[src/rtl/pngchp_pkg.sv]
package pngchp_pkg;

  // The eight bytes that open every PNG file.
  localparam logic [7:0] PNG_SIG [8] = '{
    8'd137, 8'd80, 8'd78, 8'd71, 8'd13, 8'd10, 8'd26, 8'd10
  };

  // Result tags.
  localparam logic [4:0] TAG_WIDTH         = 5'd0;
  localparam logic [4:0] TAG_HEIGHT        = 5'd1;
  localparam logic [4:0] TAG_BIT_DEPTH     = 5'd2;
  localparam logic [4:0] TAG_GAMMA         = 5'd7;
  localparam logic [4:0] TAG_CHROMA        = 5'd8;
  localparam logic [4:0] TAG_BAD_LENGTH    = 5'd16;
  localparam logic [4:0] TAG_BAD_SIGNATURE = 5'd17;
  localparam logic [4:0] TAG_SUMMARY       = 5'd18;

  // Chunk type codes, big-endian ASCII.
  localparam logic [31:0] TYPE_IHDR = 32'h4948_4452;
  localparam logic [31:0] TYPE_GAMA = 32'h6741_4D41;
  localparam logic [31:0] TYPE_CHRM = 32'h6348_524D;
  localparam logic [31:0] TYPE_SRGB = 32'h7352_4742;
  localparam logic [31:0] TYPE_ICCP = 32'h6943_4350;

  localparam logic [31:0] CHRM_LEN            = 32'd32;
  localparam logic [31:0] SRGB_LEN            = 32'd1;
  localparam logic [31:0] SRGB_GAMMA          = 32'd45455;
  localparam logic [31:0] DEFAULT_GAMMA_RESET = 32'd45455;

  // sRGB chromaticities in tag order: white, red, green, blue (x then y).
  localparam logic [31:0] SRGB_DEFAULTS [8] = '{
    32'd31270, 32'd32900, 32'd64000, 32'd33000,
    32'd30000, 32'd60000, 32'd15000, 32'd6000
  };

  // Chromaticity codes saturate to 17 bits for the gamut decision.
  localparam int unsigned CODE_BITS = 17;
  typedef logic [CODE_BITS-1:0] code_t;

  typedef enum logic [2:0] {
    PH_SIG,
    PH_LEN,
    PH_TYPE,
    PH_DATA,
    PH_CRC,
    PH_BAD
  } phase_t;

  typedef enum logic [1:0] {
    DR_RUN,
    DR_DEFAULTS,
    DR_SUMMARY
  } drain_t;

  // One event from the byte parser.
  typedef struct packed {
    logic        valid;
    logic [4:0]  tag;
    logic [31:0] value;
  } event_t;

  // What the parser holds for the end-of-file summary.
  typedef struct packed {
    logic        sig_ok;
    logic        chrm;
    logic        srgb;
    logic        iccp;
    logic [31:0] gamma;
    code_t       red_x;
    code_t       red_y;
    code_t       green_x;
    code_t       green_y;
  } status_t;

  typedef struct packed {
    logic [4:0]  tag;
    logic [31:0] value;
    logic        file_valid;
    logic        is_p3;
    logic        has_chromaticity;
    logic        srgb_seen;
    logic        iccp_seen;
    logic [31:0] gamma_code;
    logic        last;
  } result_t;

endpackage

[src/rtl/pngchp_byte_if.sv]
interface pngchp_byte_if;
  logic       valid;
  logic       ready;
  logic [7:0] data_byte;
  logic       end_of_file;

  modport source(output valid, data_byte, end_of_file, input ready);
  modport sink(input valid, data_byte, end_of_file, output ready);
endinterface

[src/rtl/pngchp_res_if.sv]
interface pngchp_res_if;
  logic        valid;
  logic        ready;
  logic [4:0]  tag;
  logic [31:0] value;
  logic        file_valid;
  logic        is_p3;
  logic        has_chromaticity;
  logic        srgb_seen;
  logic        iccp_seen;
  logic [31:0] gamma_code;
  logic        last;

  modport source(output valid, tag, value, file_valid, is_p3, has_chromaticity,
                 srgb_seen, iccp_seen, gamma_code, last, input ready);
  modport sink(input valid, tag, value, file_valid, is_p3, has_chromaticity,
               srgb_seen, iccp_seen, gamma_code, last, output ready);
endinterface

[src/rtl/pngchp_cfg_if.sv]
interface pngchp_cfg_if;
  logic        valid;
  logic        ready;
  logic [31:0] default_gamma_code;

  modport source(output valid, default_gamma_code, input ready);
  modport sink(input valid, default_gamma_code, output ready);
endinterface

[src/rtl/png_chunk_header_parser_unit.sv]
// A byte's event is formed from the input register and leaves the result register.
// Throughput: one byte per cycle while results are taken as they appear.
// The end-of-file byte stalls input until any sRGB defaults and the summary are out.
// Reset (synchronous, active high) returns the parser to the signature phase,
// empties both registers and loads the default gamma code 45455.
module png_chunk_header_parser_unit (
  input logic           clk,
  input logic           rst,
  pngchp_byte_if.sink   bytes,
  pngchp_res_if.source  results,
  pngchp_cfg_if.sink    cfg
);
  import pngchp_pkg::*;

  // The configuration register is always writable; it is only sampled by
  // the parser at the first byte of a file and at restart.
  logic [31:0] default_gamma_code;

  assign cfg.ready = 1'b1;

  always_ff @(posedge clk) begin
    if (rst) begin
      default_gamma_code <= DEFAULT_GAMMA_RESET;
    end else if (cfg.valid) begin
      default_gamma_code <= cfg.default_gamma_code;
    end
  end

  // Input register. A new byte can be transferred in whenever the held one
  // is stepped in the same cycle. While a result waits in the result
  // register, the held byte stays put and the input stalls.
  logic       in_full;
  logic [7:0] in_byte;
  logic       in_eof;

  // End-of-file sequencer and its control.
  drain_t     drain_state, drain_next;
  logic [2:0] def_idx;
  logic       slot_free;
  logic       step;
  logic       emit_default;
  logic       emit_summary;
  logic       restart;

  event_t     ev;
  status_t    status;

  logic       res_valid;
  result_t    res_q, res_d;
  logic       res_load;

  logic       has_chrm;
  logic       p3_closer;
  logic [24:0] rx_w, ry_w, gx_w, gy_w;
  logic [24:0] score;

  // The result register can take a new result when it is empty or when its
  // current result is being transferred out in this cycle.
  assign slot_free = !res_valid || results.ready;

  always_comb begin
    step         = in_full && drain_state == DR_RUN && slot_free;
    emit_default = drain_state == DR_DEFAULTS && status.srgb && slot_free;
    emit_summary = drain_state == DR_SUMMARY && slot_free;
    restart      = emit_summary;
  end

  // After the end-of-file byte has been stepped, its flags are registered;
  // the sequencer then emits the sRGB defaults if sRGB was seen, and then the
  // summary, and finally returns the parser to its start state.
  always_comb begin
    drain_next = drain_state;
    unique case (drain_state)
      DR_RUN: begin
        if (step && in_eof) begin
          drain_next = DR_DEFAULTS;
        end
      end
      DR_DEFAULTS: begin
        if (!status.srgb) begin
          drain_next = DR_SUMMARY;
        end else if (slot_free && def_idx == 3'd7) begin
          drain_next = DR_SUMMARY;
        end
      end
      DR_SUMMARY: begin
        if (slot_free) begin
          drain_next = DR_RUN;
        end
      end
      default: drain_next = DR_RUN;
    endcase
  end

  always_ff @(posedge clk) begin
    if (rst) begin
      drain_state <= DR_RUN;
      def_idx     <= '0;
    end else begin
      drain_state <= drain_next;
      if (emit_default) begin
        def_idx <= def_idx + 3'd1;
      end
    end
  end

  assign bytes.ready = !in_full || step;

  always_ff @(posedge clk) begin
    if (rst) begin
      in_full <= 1'b0;
    end else if (bytes.valid && bytes.ready) begin
      in_full <= 1'b1;
    end else if (step) begin
      in_full <= 1'b0;
    end
  end

  always_ff @(posedge clk) begin
    if (bytes.valid && bytes.ready) begin
      in_byte <= bytes.data_byte;
      in_eof  <= bytes.end_of_file;
    end
  end

  pngchp_parse u_parse (
    .clk                (clk),
    .rst                (rst),
    .step               (step),
    .restart            (restart),
    .data_byte          (in_byte),
    .default_gamma_code (default_gamma_code),
    .ev                 (ev),
    .status             (status)
  );

  // Display P3 decision. The difference of the two summed squared distances
  // is linear in each code, because the reference points differ only in a
  // fixed offset: (v-s)^2 - (v-p)^2 = (p-s)(2v-p-s). Blue is the same point
  // in both spaces and drops out. Scaling by 1/1000 leaves
  // 8*rx - 2*ry - 7*gx + 18*gy > 1426250, built from shifts and adds.
  assign rx_w = {8'd0, status.red_x};
  assign ry_w = {8'd0, status.red_y};
  assign gx_w = {8'd0, status.green_x};
  assign gy_w = {8'd0, status.green_y};

  assign score = (rx_w << 3) - (ry_w << 1) - ((gx_w << 3) - gx_w)
               + (gy_w << 4) + (gy_w << 1);

  assign p3_closer = $signed(score) > $signed(25'd1426250);

  // Chromaticity only counts when no sRGB or iCCP chunk overrides it.
  assign has_chrm = status.chrm && !status.srgb && !status.iccp;

  always_comb begin
    res_d    = '0;
    res_load = 1'b0;
    if (step && ev.valid) begin
      res_load    = 1'b1;
      res_d.tag   = ev.tag;
      res_d.value = ev.value;
    end else if (emit_default) begin
      res_load    = 1'b1;
      res_d.tag   = TAG_CHROMA + {2'd0, def_idx};
      res_d.value = SRGB_DEFAULTS[def_idx];
    end else if (emit_summary) begin
      res_load               = 1'b1;
      res_d.tag              = TAG_SUMMARY;
      res_d.file_valid       = status.sig_ok;
      res_d.is_p3            = !has_chrm || p3_closer;
      res_d.has_chromaticity = has_chrm;
      res_d.srgb_seen        = status.srgb;
      res_d.iccp_seen        = status.iccp;
      res_d.gamma_code       = status.srgb ? SRGB_GAMMA : status.gamma;
      res_d.last             = 1'b1;
    end
  end

  always_ff @(posedge clk) begin
    if (rst) begin
      res_valid <= 1'b0;
    end else if (res_load) begin
      res_valid <= 1'b1;
    end else if (results.ready) begin
      res_valid <= 1'b0;
    end
  end

  always_ff @(posedge clk) begin
    if (res_load) begin
      res_q <= res_d;
    end
  end

  assign results.valid            = res_valid;
  assign results.tag              = res_q.tag;
  assign results.value            = res_q.value;
  assign results.file_valid       = res_q.file_valid;
  assign results.is_p3            = res_q.is_p3;
  assign results.has_chromaticity = res_q.has_chromaticity;
  assign results.srgb_seen        = res_q.srgb_seen;
  assign results.iccp_seen        = res_q.iccp_seen;
  assign results.gamma_code       = res_q.gamma_code;
  assign results.last             = res_q.last;

endmodule

[src/rtl/pngchp_parse.sv]
module pngchp_parse (
  input  logic                clk,
  input  logic                rst,
  input  logic                step,
  input  logic                restart,
  input  logic [7:0]          data_byte,
  input  logic [31:0]         default_gamma_code,
  output pngchp_pkg::event_t  ev,
  output pngchp_pkg::status_t status
);
  import pngchp_pkg::*;

  phase_t      phase, phase_next;
  logic [31:0] byte_counter, byte_counter_next;
  logic [31:0] chunk_length, chunk_length_next;
  logic [31:0] chunk_type, chunk_type_next;
  logic [31:0] shift_word, shift_word_next;
  logic [31:0] gamma_store, gamma_store_next;
  logic        sig_ok, sig_ok_next;
  logic        chrm, chrm_next;
  logic        srgb, srgb_next;
  logic        iccp, iccp_next;
  code_t       red_x, red_x_next;
  code_t       red_y, red_y_next;
  code_t       green_x, green_x_next;
  code_t       green_y, green_y_next;

  logic [31:0] shifted;
  logic [31:0] count_inc;
  logic        sig_match;
  logic        chrm_ok;
  logic        chrm_store;
  logic [2:0]  chrm_index;
  code_t       code_sat;
  logic        in_ihdr_bytes;

  assign shifted       = {shift_word[23:0], data_byte};
  assign count_inc     = byte_counter + 32'd1;
  assign sig_match     = data_byte == PNG_SIG[byte_counter[2:0]];
  assign chrm_ok       = chunk_type == TYPE_CHRM && chunk_length == CHRM_LEN;
  assign chrm_store    = chrm_ok && byte_counter[1:0] == 2'd3;
  assign chrm_index    = byte_counter[4:2];
  assign code_sat      = (|shifted[31:CODE_BITS]) ? '1 : shifted[CODE_BITS-1:0];
  assign in_ihdr_bytes = byte_counter >= 32'd8 && byte_counter <= 32'd12;

  always_comb begin
    phase_next        = phase;
    byte_counter_next = byte_counter;
    chunk_length_next = chunk_length;
    chunk_type_next   = chunk_type;
    shift_word_next   = shift_word;
    gamma_store_next  = gamma_store;
    sig_ok_next       = sig_ok;
    chrm_next         = chrm;
    srgb_next         = srgb;
    iccp_next         = iccp;
    red_x_next        = red_x;
    red_y_next        = red_y;
    green_x_next      = green_x;
    green_y_next      = green_y;

    if (restart) begin
      phase_next        = PH_SIG;
      byte_counter_next = '0;
      chunk_length_next = '0;
      chunk_type_next   = '0;
      shift_word_next   = '0;
      gamma_store_next  = default_gamma_code;
      sig_ok_next       = 1'b0;
      chrm_next         = 1'b0;
      srgb_next         = 1'b0;
      iccp_next         = 1'b0;
      red_x_next        = '0;
      red_y_next        = '0;
      green_x_next      = '0;
      green_y_next      = '0;
    end else if (step) begin
      shift_word_next = shifted;
      // The gamma falls back to the register at the first byte of a file.
      if (phase == PH_SIG && byte_counter == '0) begin
        gamma_store_next = default_gamma_code;
      end
      unique case (phase)
        PH_SIG: begin
          if (!sig_match) begin
            phase_next = PH_BAD;
          end else if (byte_counter[2:0] == 3'd7) begin
            sig_ok_next       = 1'b1;
            phase_next        = PH_LEN;
            byte_counter_next = '0;
          end else begin
            byte_counter_next = count_inc;
          end
        end
        PH_LEN: begin
          if (byte_counter[1:0] == 2'd3) begin
            chunk_length_next = shifted;
            phase_next        = PH_TYPE;
            byte_counter_next = '0;
          end else begin
            byte_counter_next = count_inc;
          end
        end
        PH_TYPE: begin
          if (byte_counter[1:0] == 2'd3) begin
            chunk_type_next   = shifted;
            byte_counter_next = '0;
            if (shifted == TYPE_SRGB && chunk_length == SRGB_LEN) begin
              srgb_next = 1'b1;
            end
            if (shifted == TYPE_ICCP) begin
              iccp_next = 1'b1;
            end
            phase_next = (chunk_length == '0) ? PH_CRC : PH_DATA;
          end else begin
            byte_counter_next = count_inc;
          end
        end
        PH_DATA: begin
          if (chunk_type == TYPE_GAMA && byte_counter == 32'd3) begin
            gamma_store_next = shifted;
          end
          if (chrm_store) begin
            case (chrm_index)
              3'd2:    red_x_next   = code_sat;
              3'd3:    red_y_next   = code_sat;
              3'd4:    green_x_next = code_sat;
              3'd5:    green_y_next = code_sat;
              3'd7:    chrm_next    = 1'b1;
              default: ;
            endcase
          end
          if (count_inc >= chunk_length) begin
            phase_next        = PH_CRC;
            byte_counter_next = '0;
          end else begin
            byte_counter_next = count_inc;
          end
        end
        PH_CRC: begin
          if (byte_counter[1:0] == 2'd3) begin
            phase_next        = PH_LEN;
            byte_counter_next = '0;
          end else begin
            byte_counter_next = count_inc;
          end
        end
        default: ;
      endcase
    end
  end

  // Event for the byte being stepped; at most one per byte.
  always_comb begin
    ev = '0;
    if (step) begin
      unique case (phase)
        PH_SIG: begin
          if (!sig_match) begin
            ev.valid = 1'b1;
            ev.tag   = TAG_BAD_SIGNATURE;
            ev.value = {29'd0, byte_counter[2:0]};
          end
        end
        PH_TYPE: begin
          if (byte_counter[1:0] == 2'd3 &&
              ((shifted == TYPE_CHRM && chunk_length != CHRM_LEN) ||
               (shifted == TYPE_SRGB && chunk_length != SRGB_LEN))) begin
            ev.valid = 1'b1;
            ev.tag   = TAG_BAD_LENGTH;
            ev.value = chunk_length;
          end
        end
        PH_DATA: begin
          if (chunk_type == TYPE_IHDR) begin
            if (byte_counter == 32'd3) begin
              ev.valid = 1'b1;
              ev.tag   = TAG_WIDTH;
              ev.value = shifted;
            end else if (byte_counter == 32'd7) begin
              ev.valid = 1'b1;
              ev.tag   = TAG_HEIGHT;
              ev.value = shifted;
            end else if (in_ihdr_bytes) begin
              ev.valid = 1'b1;
              ev.tag   = TAG_BIT_DEPTH + {2'd0, byte_counter[2:0]};
              ev.value = {24'd0, data_byte};
            end
          end else if (chunk_type == TYPE_GAMA) begin
            if (byte_counter == 32'd3) begin
              ev.valid = 1'b1;
              ev.tag   = TAG_GAMMA;
              ev.value = shifted;
            end
          end else if (chrm_store) begin
            ev.valid = 1'b1;
            ev.tag   = TAG_CHROMA + {2'd0, chrm_index};
            ev.value = shifted;
          end
        end
        default: ;
      endcase
    end
  end

  always_ff @(posedge clk) begin
    if (rst) begin
      phase        <= PH_SIG;
      byte_counter <= '0;
      chunk_length <= '0;
      chunk_type   <= '0;
      shift_word   <= '0;
      gamma_store  <= DEFAULT_GAMMA_RESET;
      sig_ok       <= 1'b0;
      chrm         <= 1'b0;
      srgb         <= 1'b0;
      iccp         <= 1'b0;
      red_x        <= '0;
      red_y        <= '0;
      green_x      <= '0;
      green_y      <= '0;
    end else begin
      phase        <= phase_next;
      byte_counter <= byte_counter_next;
      chunk_length <= chunk_length_next;
      chunk_type   <= chunk_type_next;
      shift_word   <= shift_word_next;
      gamma_store  <= gamma_store_next;
      sig_ok       <= sig_ok_next;
      chrm         <= chrm_next;
      srgb         <= srgb_next;
      iccp         <= iccp_next;
      red_x        <= red_x_next;
      red_y        <= red_y_next;
      green_x      <= green_x_next;
      green_y      <= green_y_next;
    end
  end

  assign status = '{
    sig_ok:  sig_ok,
    chrm:    chrm,
    srgb:    srgb,
    iccp:    iccp,
    gamma:   gamma_store,
    red_x:   red_x,
    red_y:   red_y,
    green_x: green_x,
    green_y: green_y
  };

endmodule
[src/flat_wrapper.sv]
// flat-port wrapper written by rule: the top's interface ports become plain ports
module png_chunk_header_parser_unit_flat import pngchp_pkg::*;
  (clk, rst, bytes_valid, bytes_data_byte, bytes_end_of_file, bytes_ready, results_valid, results_tag, results_value, results_file_valid, results_is_p3, results_has_chromaticity, results_srgb_seen, results_iccp_seen, results_gamma_code, results_last, results_ready, cfg_valid, cfg_default_gamma_code, cfg_ready);
  pngchp_byte_if bytes_i ();
  pngchp_res_if results_i ();
  pngchp_cfg_if cfg_i ();
  input logic clk;
  input logic rst;
  input wire logic [$bits(bytes_i.valid)-1:0] bytes_valid;
  input wire logic [$bits(bytes_i.data_byte)-1:0] bytes_data_byte;
  input wire logic [$bits(bytes_i.end_of_file)-1:0] bytes_end_of_file;
  output wire logic [$bits(bytes_i.ready)-1:0] bytes_ready;
  output wire logic [$bits(results_i.valid)-1:0] results_valid;
  output wire logic [$bits(results_i.tag)-1:0] results_tag;
  output wire logic [$bits(results_i.value)-1:0] results_value;
  output wire logic [$bits(results_i.file_valid)-1:0] results_file_valid;
  output wire logic [$bits(results_i.is_p3)-1:0] results_is_p3;
  output wire logic [$bits(results_i.has_chromaticity)-1:0] results_has_chromaticity;
  output wire logic [$bits(results_i.srgb_seen)-1:0] results_srgb_seen;
  output wire logic [$bits(results_i.iccp_seen)-1:0] results_iccp_seen;
  output wire logic [$bits(results_i.gamma_code)-1:0] results_gamma_code;
  output wire logic [$bits(results_i.last)-1:0] results_last;
  input wire logic [$bits(results_i.ready)-1:0] results_ready;
  input wire logic [$bits(cfg_i.valid)-1:0] cfg_valid;
  input wire logic [$bits(cfg_i.default_gamma_code)-1:0] cfg_default_gamma_code;
  output wire logic [$bits(cfg_i.ready)-1:0] cfg_ready;
  assign bytes_i.valid = bytes_valid;
  assign bytes_i.data_byte = bytes_data_byte;
  assign bytes_i.end_of_file = bytes_end_of_file;
  assign bytes_ready = bytes_i.ready;
  assign results_valid = results_i.valid;
  assign results_tag = results_i.tag;
  assign results_value = results_i.value;
  assign results_file_valid = results_i.file_valid;
  assign results_is_p3 = results_i.is_p3;
  assign results_has_chromaticity = results_i.has_chromaticity;
  assign results_srgb_seen = results_i.srgb_seen;
  assign results_iccp_seen = results_i.iccp_seen;
  assign results_gamma_code = results_i.gamma_code;
  assign results_last = results_i.last;
  assign results_i.ready = results_ready;
  assign cfg_i.valid = cfg_valid;
  assign cfg_i.default_gamma_code = cfg_default_gamma_code;
  assign cfg_ready = cfg_i.ready;
  png_chunk_header_parser_unit u_core (.clk(clk), .rst(rst), .bytes(bytes_i), .results(results_i), .cfg(cfg_i));
endmodule
[config.mk]
export PLATFORM = sky130hd
export DESIGN_NAME = png_chunk_header_parser_unit_flat
export DESIGN_NICKNAME = d
export VERILOG_FILES = /design/src/rtl/pngchp_pkg.sv /design/src/rtl/pngchp_byte_if.sv /design/src/rtl/pngchp_res_if.sv /design/src/rtl/pngchp_cfg_if.sv /design/src/rtl/png_chunk_header_parser_unit.sv /design/src/rtl/pngchp_parse.sv /design/src/flat_wrapper.sv
export SDC_FILE = /design/constraint.sdc
export NUM_CORES = 1
export LEC_CHECK = 0
export ABC_AREA = 1
export BUFFER_PORTS_ARGS = -buffer_cell sky130_fd_sc_hd__buf_4
export CORE_ASPECT_RATIO = 0.5
export CORE_UTILIZATION = 40
export CTS_CLUSTER_SIZE = 30
export DETAILED_ROUTE_END_ITERATION = 8
export GPL_TIMING_DRIVEN = 0
export HOLD_SLACK_MARGIN = 0.05
export PLACE_DENSITY = 0.56
export SYNTH_ARGS = -nofsm -noshare
export SYNTH_HDL_FRONTEND = slang
export SYNTH_SLANG_ARGS = --single-unit
[constraint.sdc]
create_clock -name clk -period 4.5 [get_ports clk]
set_input_delay 0.225 -clock clk [delete_from_list [all_inputs] [get_ports clk]]
set_output_delay 0.225 -clock clk [all_outputs]
set_load 0.05 [all_outputs]
Word level (Yosys, flattened, before mapping)
Memories as Yosys holds them, arrays and structs flattened.
Cells that the tools add are included.
- register bits: 350
- ROM bits: 320
- word-level logic and storage cells: 197
- memories kept: 2
- memory list (memory ; depth ; bits a word ; read ports ; clocked after Yosys merged registers in ; wr ports ; RTL line ; RTL):
    (no name shown) ; 8 ; 32 ; 1 ; 0 ; 0 ; png_chunk_header_parser_unit.sv:165 ; res_d.value = SRGB_DEFAULTS[def_idx];
    (no name shown) ; 8 ; 8 ; 1 ; 0 ; 0 ; pngchp_parse.sv:39 ; assign sig_match = data_byte == PNG_SIG[byte_counter[2:0]];
- add/sub/neg operators: 10
- order comparisons: 6
- equality and inequality tests: 36
- muxes and demuxes: 52
- bitwise logic cells: 3
- reductions and logical operators: 57
- operator list (operator ; count):
    $mux W32 ; 12
    $mux W38 ; 10
    $eq A32 B31 Y1 const B ; 6
    $pmux W38 S3 ; 1
    $pmux W32 S3 ; 1
    $logic_not A32 Y1 ; 2
    $mux W37 ; 1
    $add A32 B1 Y32 const B ; 1
    $eq A32 B1 Y1 const B ; 1
    $eq A32 B2 Y1 const B ; 1
    $eq A32 B3 Y1 const B ; 1
    $eq A32 B6 Y1 const B ; 1
    $ge A32 B32 Y1 ; 1
    $ge A32 B4 Y1 const B ; 1
    $le A32 B4 Y1 const B ; 1
    $ne A32 B1 Y1 const B ; 1
    $ne A32 B6 Y1 const B ; 1
    $reduce_and A4 Y1 ; 8
    $add A25 B18 Y25 ; 1
    $add A25 B21 Y25 ; 1
    $gt A25 B22 Y1 const B ; 1
    $sub A25 B25 Y25 ; 1
    $mux W3 ; 7
    $sub A20 B17 Y21 ; 1
    39 further kinds ; 101

Depth between registers and ports, before layout
- depth in word-level cells: 11
- depth in mapped cells: 33
- gate-level depth less buffers: 33

By module
From an unflattened synthesis, not the netlist that was laid out.
- cells, all modules: 3122
- area total of the unflattened synthesis: 22042.4 um^2
- modules (own cells, without submodules) (module ; instances ; cells an instance ; area an instance (um^2)):
    pngchp_parse ; 1 ; 1999 ; 13086.3
    png_chunk_header_parser_unit ; 1 ; 1123 ; 8956.1

Worst setup path before layout
OpenSTA, ideal clock, no wires.
- kind: register to register
- start point: reg u_core.u_parse.green_x[4]
- end point: reg u_core.res_q, in the netlist u_core.results.is_p3 (data pin)
- library setup time: 270 ps
- arrival: 4341 ps
- required time: 4230 ps
- path slack: -111 ps
- cell stages (with the launch flop): 28
- buffers on the path: 0
- cell sequence: dfxtp_1 inv_1 ha_1 nand4_1 o211ai_1 nand2_1 a21oi_1 a31oi_1 o21ai_0 xor2_1 fa_1 fa_1 inv_1 ha_1 nand2_1 inv_1 a21oi_1 nor2_1 nor2_1 nand2_1 nand2_1 nand2_1 a21oi_1 inv_1 nor2_1 nand3_1 nand3_1 a21oi_1
- cells in the longest elaborated chain, start to end: 6
- ends and longest elaborated chain (what ; RTL line ; RTL):
    start, declared ; pngchp_parse.sv:25 ; code_t green_x, green_x_next;
    start signal, assigned ; pngchp_parse.sv:235 ; green_x <= green_x_next;
    $sub A20 B17 Y21 ; png_chunk_header_parser_unit.sv:147 ; assign score = (rx_w << 3) - (ry_w << 1) - ((gx_w << 3) - gx_w)
    $sub A25 B25 Y25 ; png_chunk_header_parser_unit.sv:147 ;
    $add A25 B21 Y25 ; png_chunk_header_parser_unit.sv:148 ; + (gy_w << 4) + (gy_w << 1);
    $add A25 B18 Y25 ; png_chunk_header_parser_unit.sv:148 ;
    $gt A25 B22 Y1 ; png_chunk_header_parser_unit.sv:150 ; assign p3_closer = $signed(score) > $signed(25'd1426250);
    $logic_or A1 B1 Y1 ; png_chunk_header_parser_unit.sv:170 ; res_d.is_p3 = !has_chrm || p3_closer;
    end signal, assigned ; png_chunk_header_parser_unit.sv:191 ; res_q <= res_d;
    end, declared ; png_chunk_header_parser_unit.sv:49 ; result_t res_q, res_d;
Every way passes these cells.
A chain may end at the register's enable or synchronous reset.

Worst setup path after layout
- start point: reg u_core.u_parse.green_x[5]
- end point: reg u_core.res_q, in the netlist u_core.results.is_p3 (data pin)
The elaborated chain is that of the path after synthesis.

==> results.toml <==
[timing]
setup_slack_ns = -0.382
layout_min_cycle_time_ns = 4.88
finalHoldViolCount = 0
max-slew-margin-rel_pct = 28.2
rsz0062_at_grt = "true"
slew_violations = 0
finalCritPeriodShare_pct = 108
hold-worst-slack_ns = 0.153
worstMarginPinSlew_ns = 1.08
setup_violations = 1
finalClockSkew_ns = 0.0357
fmax_ghz = 0.205

[global_routing]
grt_overflow_total = 0
grt_max_degree = 43
antenna_found_initial = 1
grt_pass1_wl_um = 115000
grt_pass1_vias = 20000
gr-usage-all-layers_pct = 26.3

[final_layout]
drive_above_1_share_pct = 15.6
final_core_util_pct = 49.2
fin_cells = 4017
fin_area_um2 = 26600
fin_nets = 3468
area_delta_synth_final_pct = 21.0
fillers = 5442

[worst_setup_path]
reg2regPathDepth = 28
startpoint_type = "flip-flop"
r2r_slack_ns = -0.38
critPathSlowestCell = "fa_1"
cpMostUsedCell = "nand2_1"
r2r_end = "u_core.results.is_p3"
crit_type = "flip-flop to flip-flop"
worst_setup_path_end_kind = "flip-flop"
crit_path_max_incr_delay_ns = 0.54
worstPathRequired_ns = 4.79
crit_fanout = 5
worstPathBufferInverterCount = 5
r2r_start = "u_core.u_parse.green_x[5]"
crit_arrival_ns = 5.17
cpLargestDelayFamily = "adder cells"

[synth]
synth_top_area_share_pct = 24.3
yosysUniqueCellTypes = 63
synth_top_cell_by_area = "dfxtp_1"
yosys_warnings = 0
ys.flop_type = "dfxtp_1"
ys_seq_area_share_pct = 35.8
syn_nets = 3233
postSynth.asyncResetShare_pct = 0
netlist_top_cells_area = "dfxtp_1 24%, edfxtp_1 11%, nand2_1 9.7%, inv_1 8.2%, a21oi_1 7.1%"
netlist_area_um2 = 21900
synth_area_per_cell_um2 = 7.22
ys_ff_latch = 350
synth_edf_count = 84
synthCells = 3039

[place]
io_buffers = 121
hpwl_um = 57500
gp_congestion = 0.965
dpl-instance-area_um2 = 23800
dpl.cell_count = 3874

[power_and_ir_drop]
power_switching_uw = 2620
clockPowerShare_pct = 39.2
pwr-share-comb_pct = 18.8
peakVddDrop_uv = 251
p_int_uw = 5630
total_power_uw = 8260
p_seq_share_pct = 42.0
swShare_pct = 31.8
p_leak_uw = 0.0114
p_per_area_nw_per_um2 = 311

[routing]
dr.pass1.iters = 8
dr_total_vias = 21400
wirelength_um = 76000
drt_iter0_drc = 1808
wl_per_cell_um = 18.9
via_per_inst = 5.32
ant_nets = 0
drc = 0

[cts]
cts_buffers = 37
clock_sinks = 350
clk_pin_slew_worst_paths_ns = 0.07
insertion_delay_ns = 0.56
cts_tree = "yes"
clockBufferDepth = 3
root_buffer = "clkbuf_16"
htreeDepth = 2

[floorplan]
dieWidth_um = 333
rows = 60
start_util_pct = 40.7
core_area_um2 = 54000
dieArea_um2 = 55900
pin_count = 124
dieHeight_um = 168

[flow_run]
drv_cap = 0

[min_path]
hold_path_depth = 3
hold_path_class = "primary input to flip-flop"
min-delay-start = "cfg_valid"
whs_endpoint = "u_core.default_gamma_code[8]"

[outcome]
status = "finished, violations left"
violations = "setup timing"
synthesized netlist by cell type, types with 3 or more instances:
| master | instances |
|---|---|
| edfxtp_1 | 84 |
| buf_1 | 4 |
| dfxtp_1 | 266 |
| nand2_2 | 19 |
| fa_1 | 37 |
| xor2_1 | 48 |
| ha_1 | 111 |
| a31oi_1 | 5 |
| nand2_1 | 566 |
| buf_2 | 29 |
| nor4_1 | 21 |
| a21o_1 | 3 |
| o21bai_1 | 3 |
| o211ai_1 | 17 |
| or2_1 | 3 |
| clkbuf_1 | 91 |
| a21oi_2 | 15 |
| o21ai_0 | 221 |
| nor2_2 | 8 |
| nand4_1 | 54 |
| o21ai_1 | 20 |
| buf_6 | 5 |
| a221oi_1 | 10 |
| nor3_2 | 3 |
| a211oi_1 | 4 |
| inv_1 | 477 |
| inv_2 | 23 |
| xnor2_1 | 17 |
| nand3_1 | 154 |
| nand4_2 | 4 |
| a22oi_1 | 6 |
| nor2_1 | 262 |
| a211oi_2 | 13 |
| o211ai_2 | 13 |
| o22ai_1 | 29 |
| buf_4 | 9 |
| o21a_1 | 3 |
| nor3_1 | 37 |
| nand3b_1 | 6 |
| a21oi_1 | 310 |
how the worst max path moves through the flow:
stage	start	to	slack, ns	cells after the start
CTS	u_core.u_parse.green_x[4]	u_core.results.is_p3	-0.33	26
global route	u_core.u_parse.green_x[5]	u_core.results.is_p3	-0.63	27
global placement	u_core.u_parse.byte_counter[0]	u_core.results.gamma_code[26]	-2.02	9
floorplan	u_core.u_parse.green_x[5]	u_core.results.is_p3	0.005	27
finish	u_core.u_parse.green_x[5]	u_core.results.is_p3	-0.38	28
detailed placement	u_core.u_parse.green_x[5]	u_core.results.is_p3	-0.99	26
state kept, by name, summed over array words and instances (netlist names), 3 cells and up:
signal                       count
u_core.in_byte                   8
u_core.results.gamma_code       32
u_core.def_idx                   3
u_core.u_parse.red_x            17
u_core.u_parse.byte_counter     32
u_core.u_parse.chunk_type       32
u_core.results.tag               5
u_core.u_parse.shift_word       24
u_core.u_parse.green_x          17
u_core.u_parse.phase             3
u_core.default_gamma_code       32
u_core.u_parse.chunk_length     32
u_core.u_parse.gamma_store      32
u_core.u_parse.red_y            17
u_core.u_parse.green_y          17
u_core.results.value            32
layout by cell type, fill, tap and decap left out, drive strengths merged, types with 25 or more instances in the layout:
| cell type | count |
|---|---|
| a21oi | 325 |
| buf | 200 |
| clkbuf | 142 |
| dfxtp | 266 |
| dlygate4sd3 | 43 |
| edfxtp | 84 |
| fa | 37 |
| ha | 111 |
| inv | 503 |
| nand2 | 586 |
| nand3 | 155 |
| nand4 | 58 |
| nor2 | 272 |
| nor3 | 41 |
| nor4 | 25 |
| o211ai | 30 |
| o21ai | 241 |
| o22ai | 29 |
| xor2 | 48 |
worst reg2reg max path: cells and delay by family (launching register included):
family	cells	cell delay (ns)
flip-flops	1	0.34
AND/OR/NAND/NOR	14	1.51
buffers and inverters	5	0.38
adder cells (fa/ha/maj)	4	1.61
XOR/XNOR	1	0.14
AO/OA/AOI/OAI	4	0.64
cells by family after synthesis:
logic type                 count (synthesis)  share of synthesized area (%)
AOI/OAI and AO/OA                        681                           17.6
other                                      1                         0.0171
DFF                                      350                           35.8
buffers and inverters                    642                           11.5
and+or+nand+nor                         1152                           22.9
xor gates and xnor gates                  65                           2.59
adders and majority gates                148                           9.70
through the flow:
stage	setup TNS [ns]	setup WS [ns]
detailed placement	-1.85	-0.995
global route	-0.634	-0.634
finish	-0.382	-0.382
global placement	-154.29	-2.02
CTS	-0.335	-0.335
floorplan	0	0.00463
power by group through the flow:
stage	Sequential (µW)	Clock (µW)	Combinational [µW]
after floorplan	3770	0	747
after global placement	3550	0	1480
after detailed placement	3540	0	1500
after CTS	3470	3290	1540
after global routing	3480	3420	1670
final	3470	3240	1550
layer usage:
| metal | part of all wire (%) | GRT usage (%) | routed length, µm | vias to the layer above |
|---|---|---|---|---|
| li1 | - | - | - | 10400 |
| met1 | 47 | 38.1 | 35600 | 10100 |
| met2 | 43 | 41.3 | 33000 | 739 |
| met3 | 7.5 | 3.66 | 5680 | 124 |
| met4 | 2.3 | 6.35 | 1730 | 0 |
| met5 | 0 | 0 | 0 | - |
final cells by class:
cell class                      instances  area, µm²  area share, %
Multi-Input combinational cell       2047      12400           46.7
Sequential cell                       350       7860           29.6
Inverter                              503       1890           7.12
Timing Repair Buffer                  196       1610           6.05
Clock buffer                           50       1050           3.94
Tap cell                              713        892           3.36
Buffer                                139        631           2.37
Clock inverter                         18        214          0.806
Antenna cell                            1       2.50        0.00942
timing repair:
action / CTS / global route
hold buffers: 43 / 0
hold endpoints to repair: 43 / 0
pin swaps: 37 / 68
endpoints found under the setup margin: 21 / 30
buffers inserted: 18 / 13
resized for setup: 89 / 106
No activity file was read; power rests on OpenSTA's default activity.
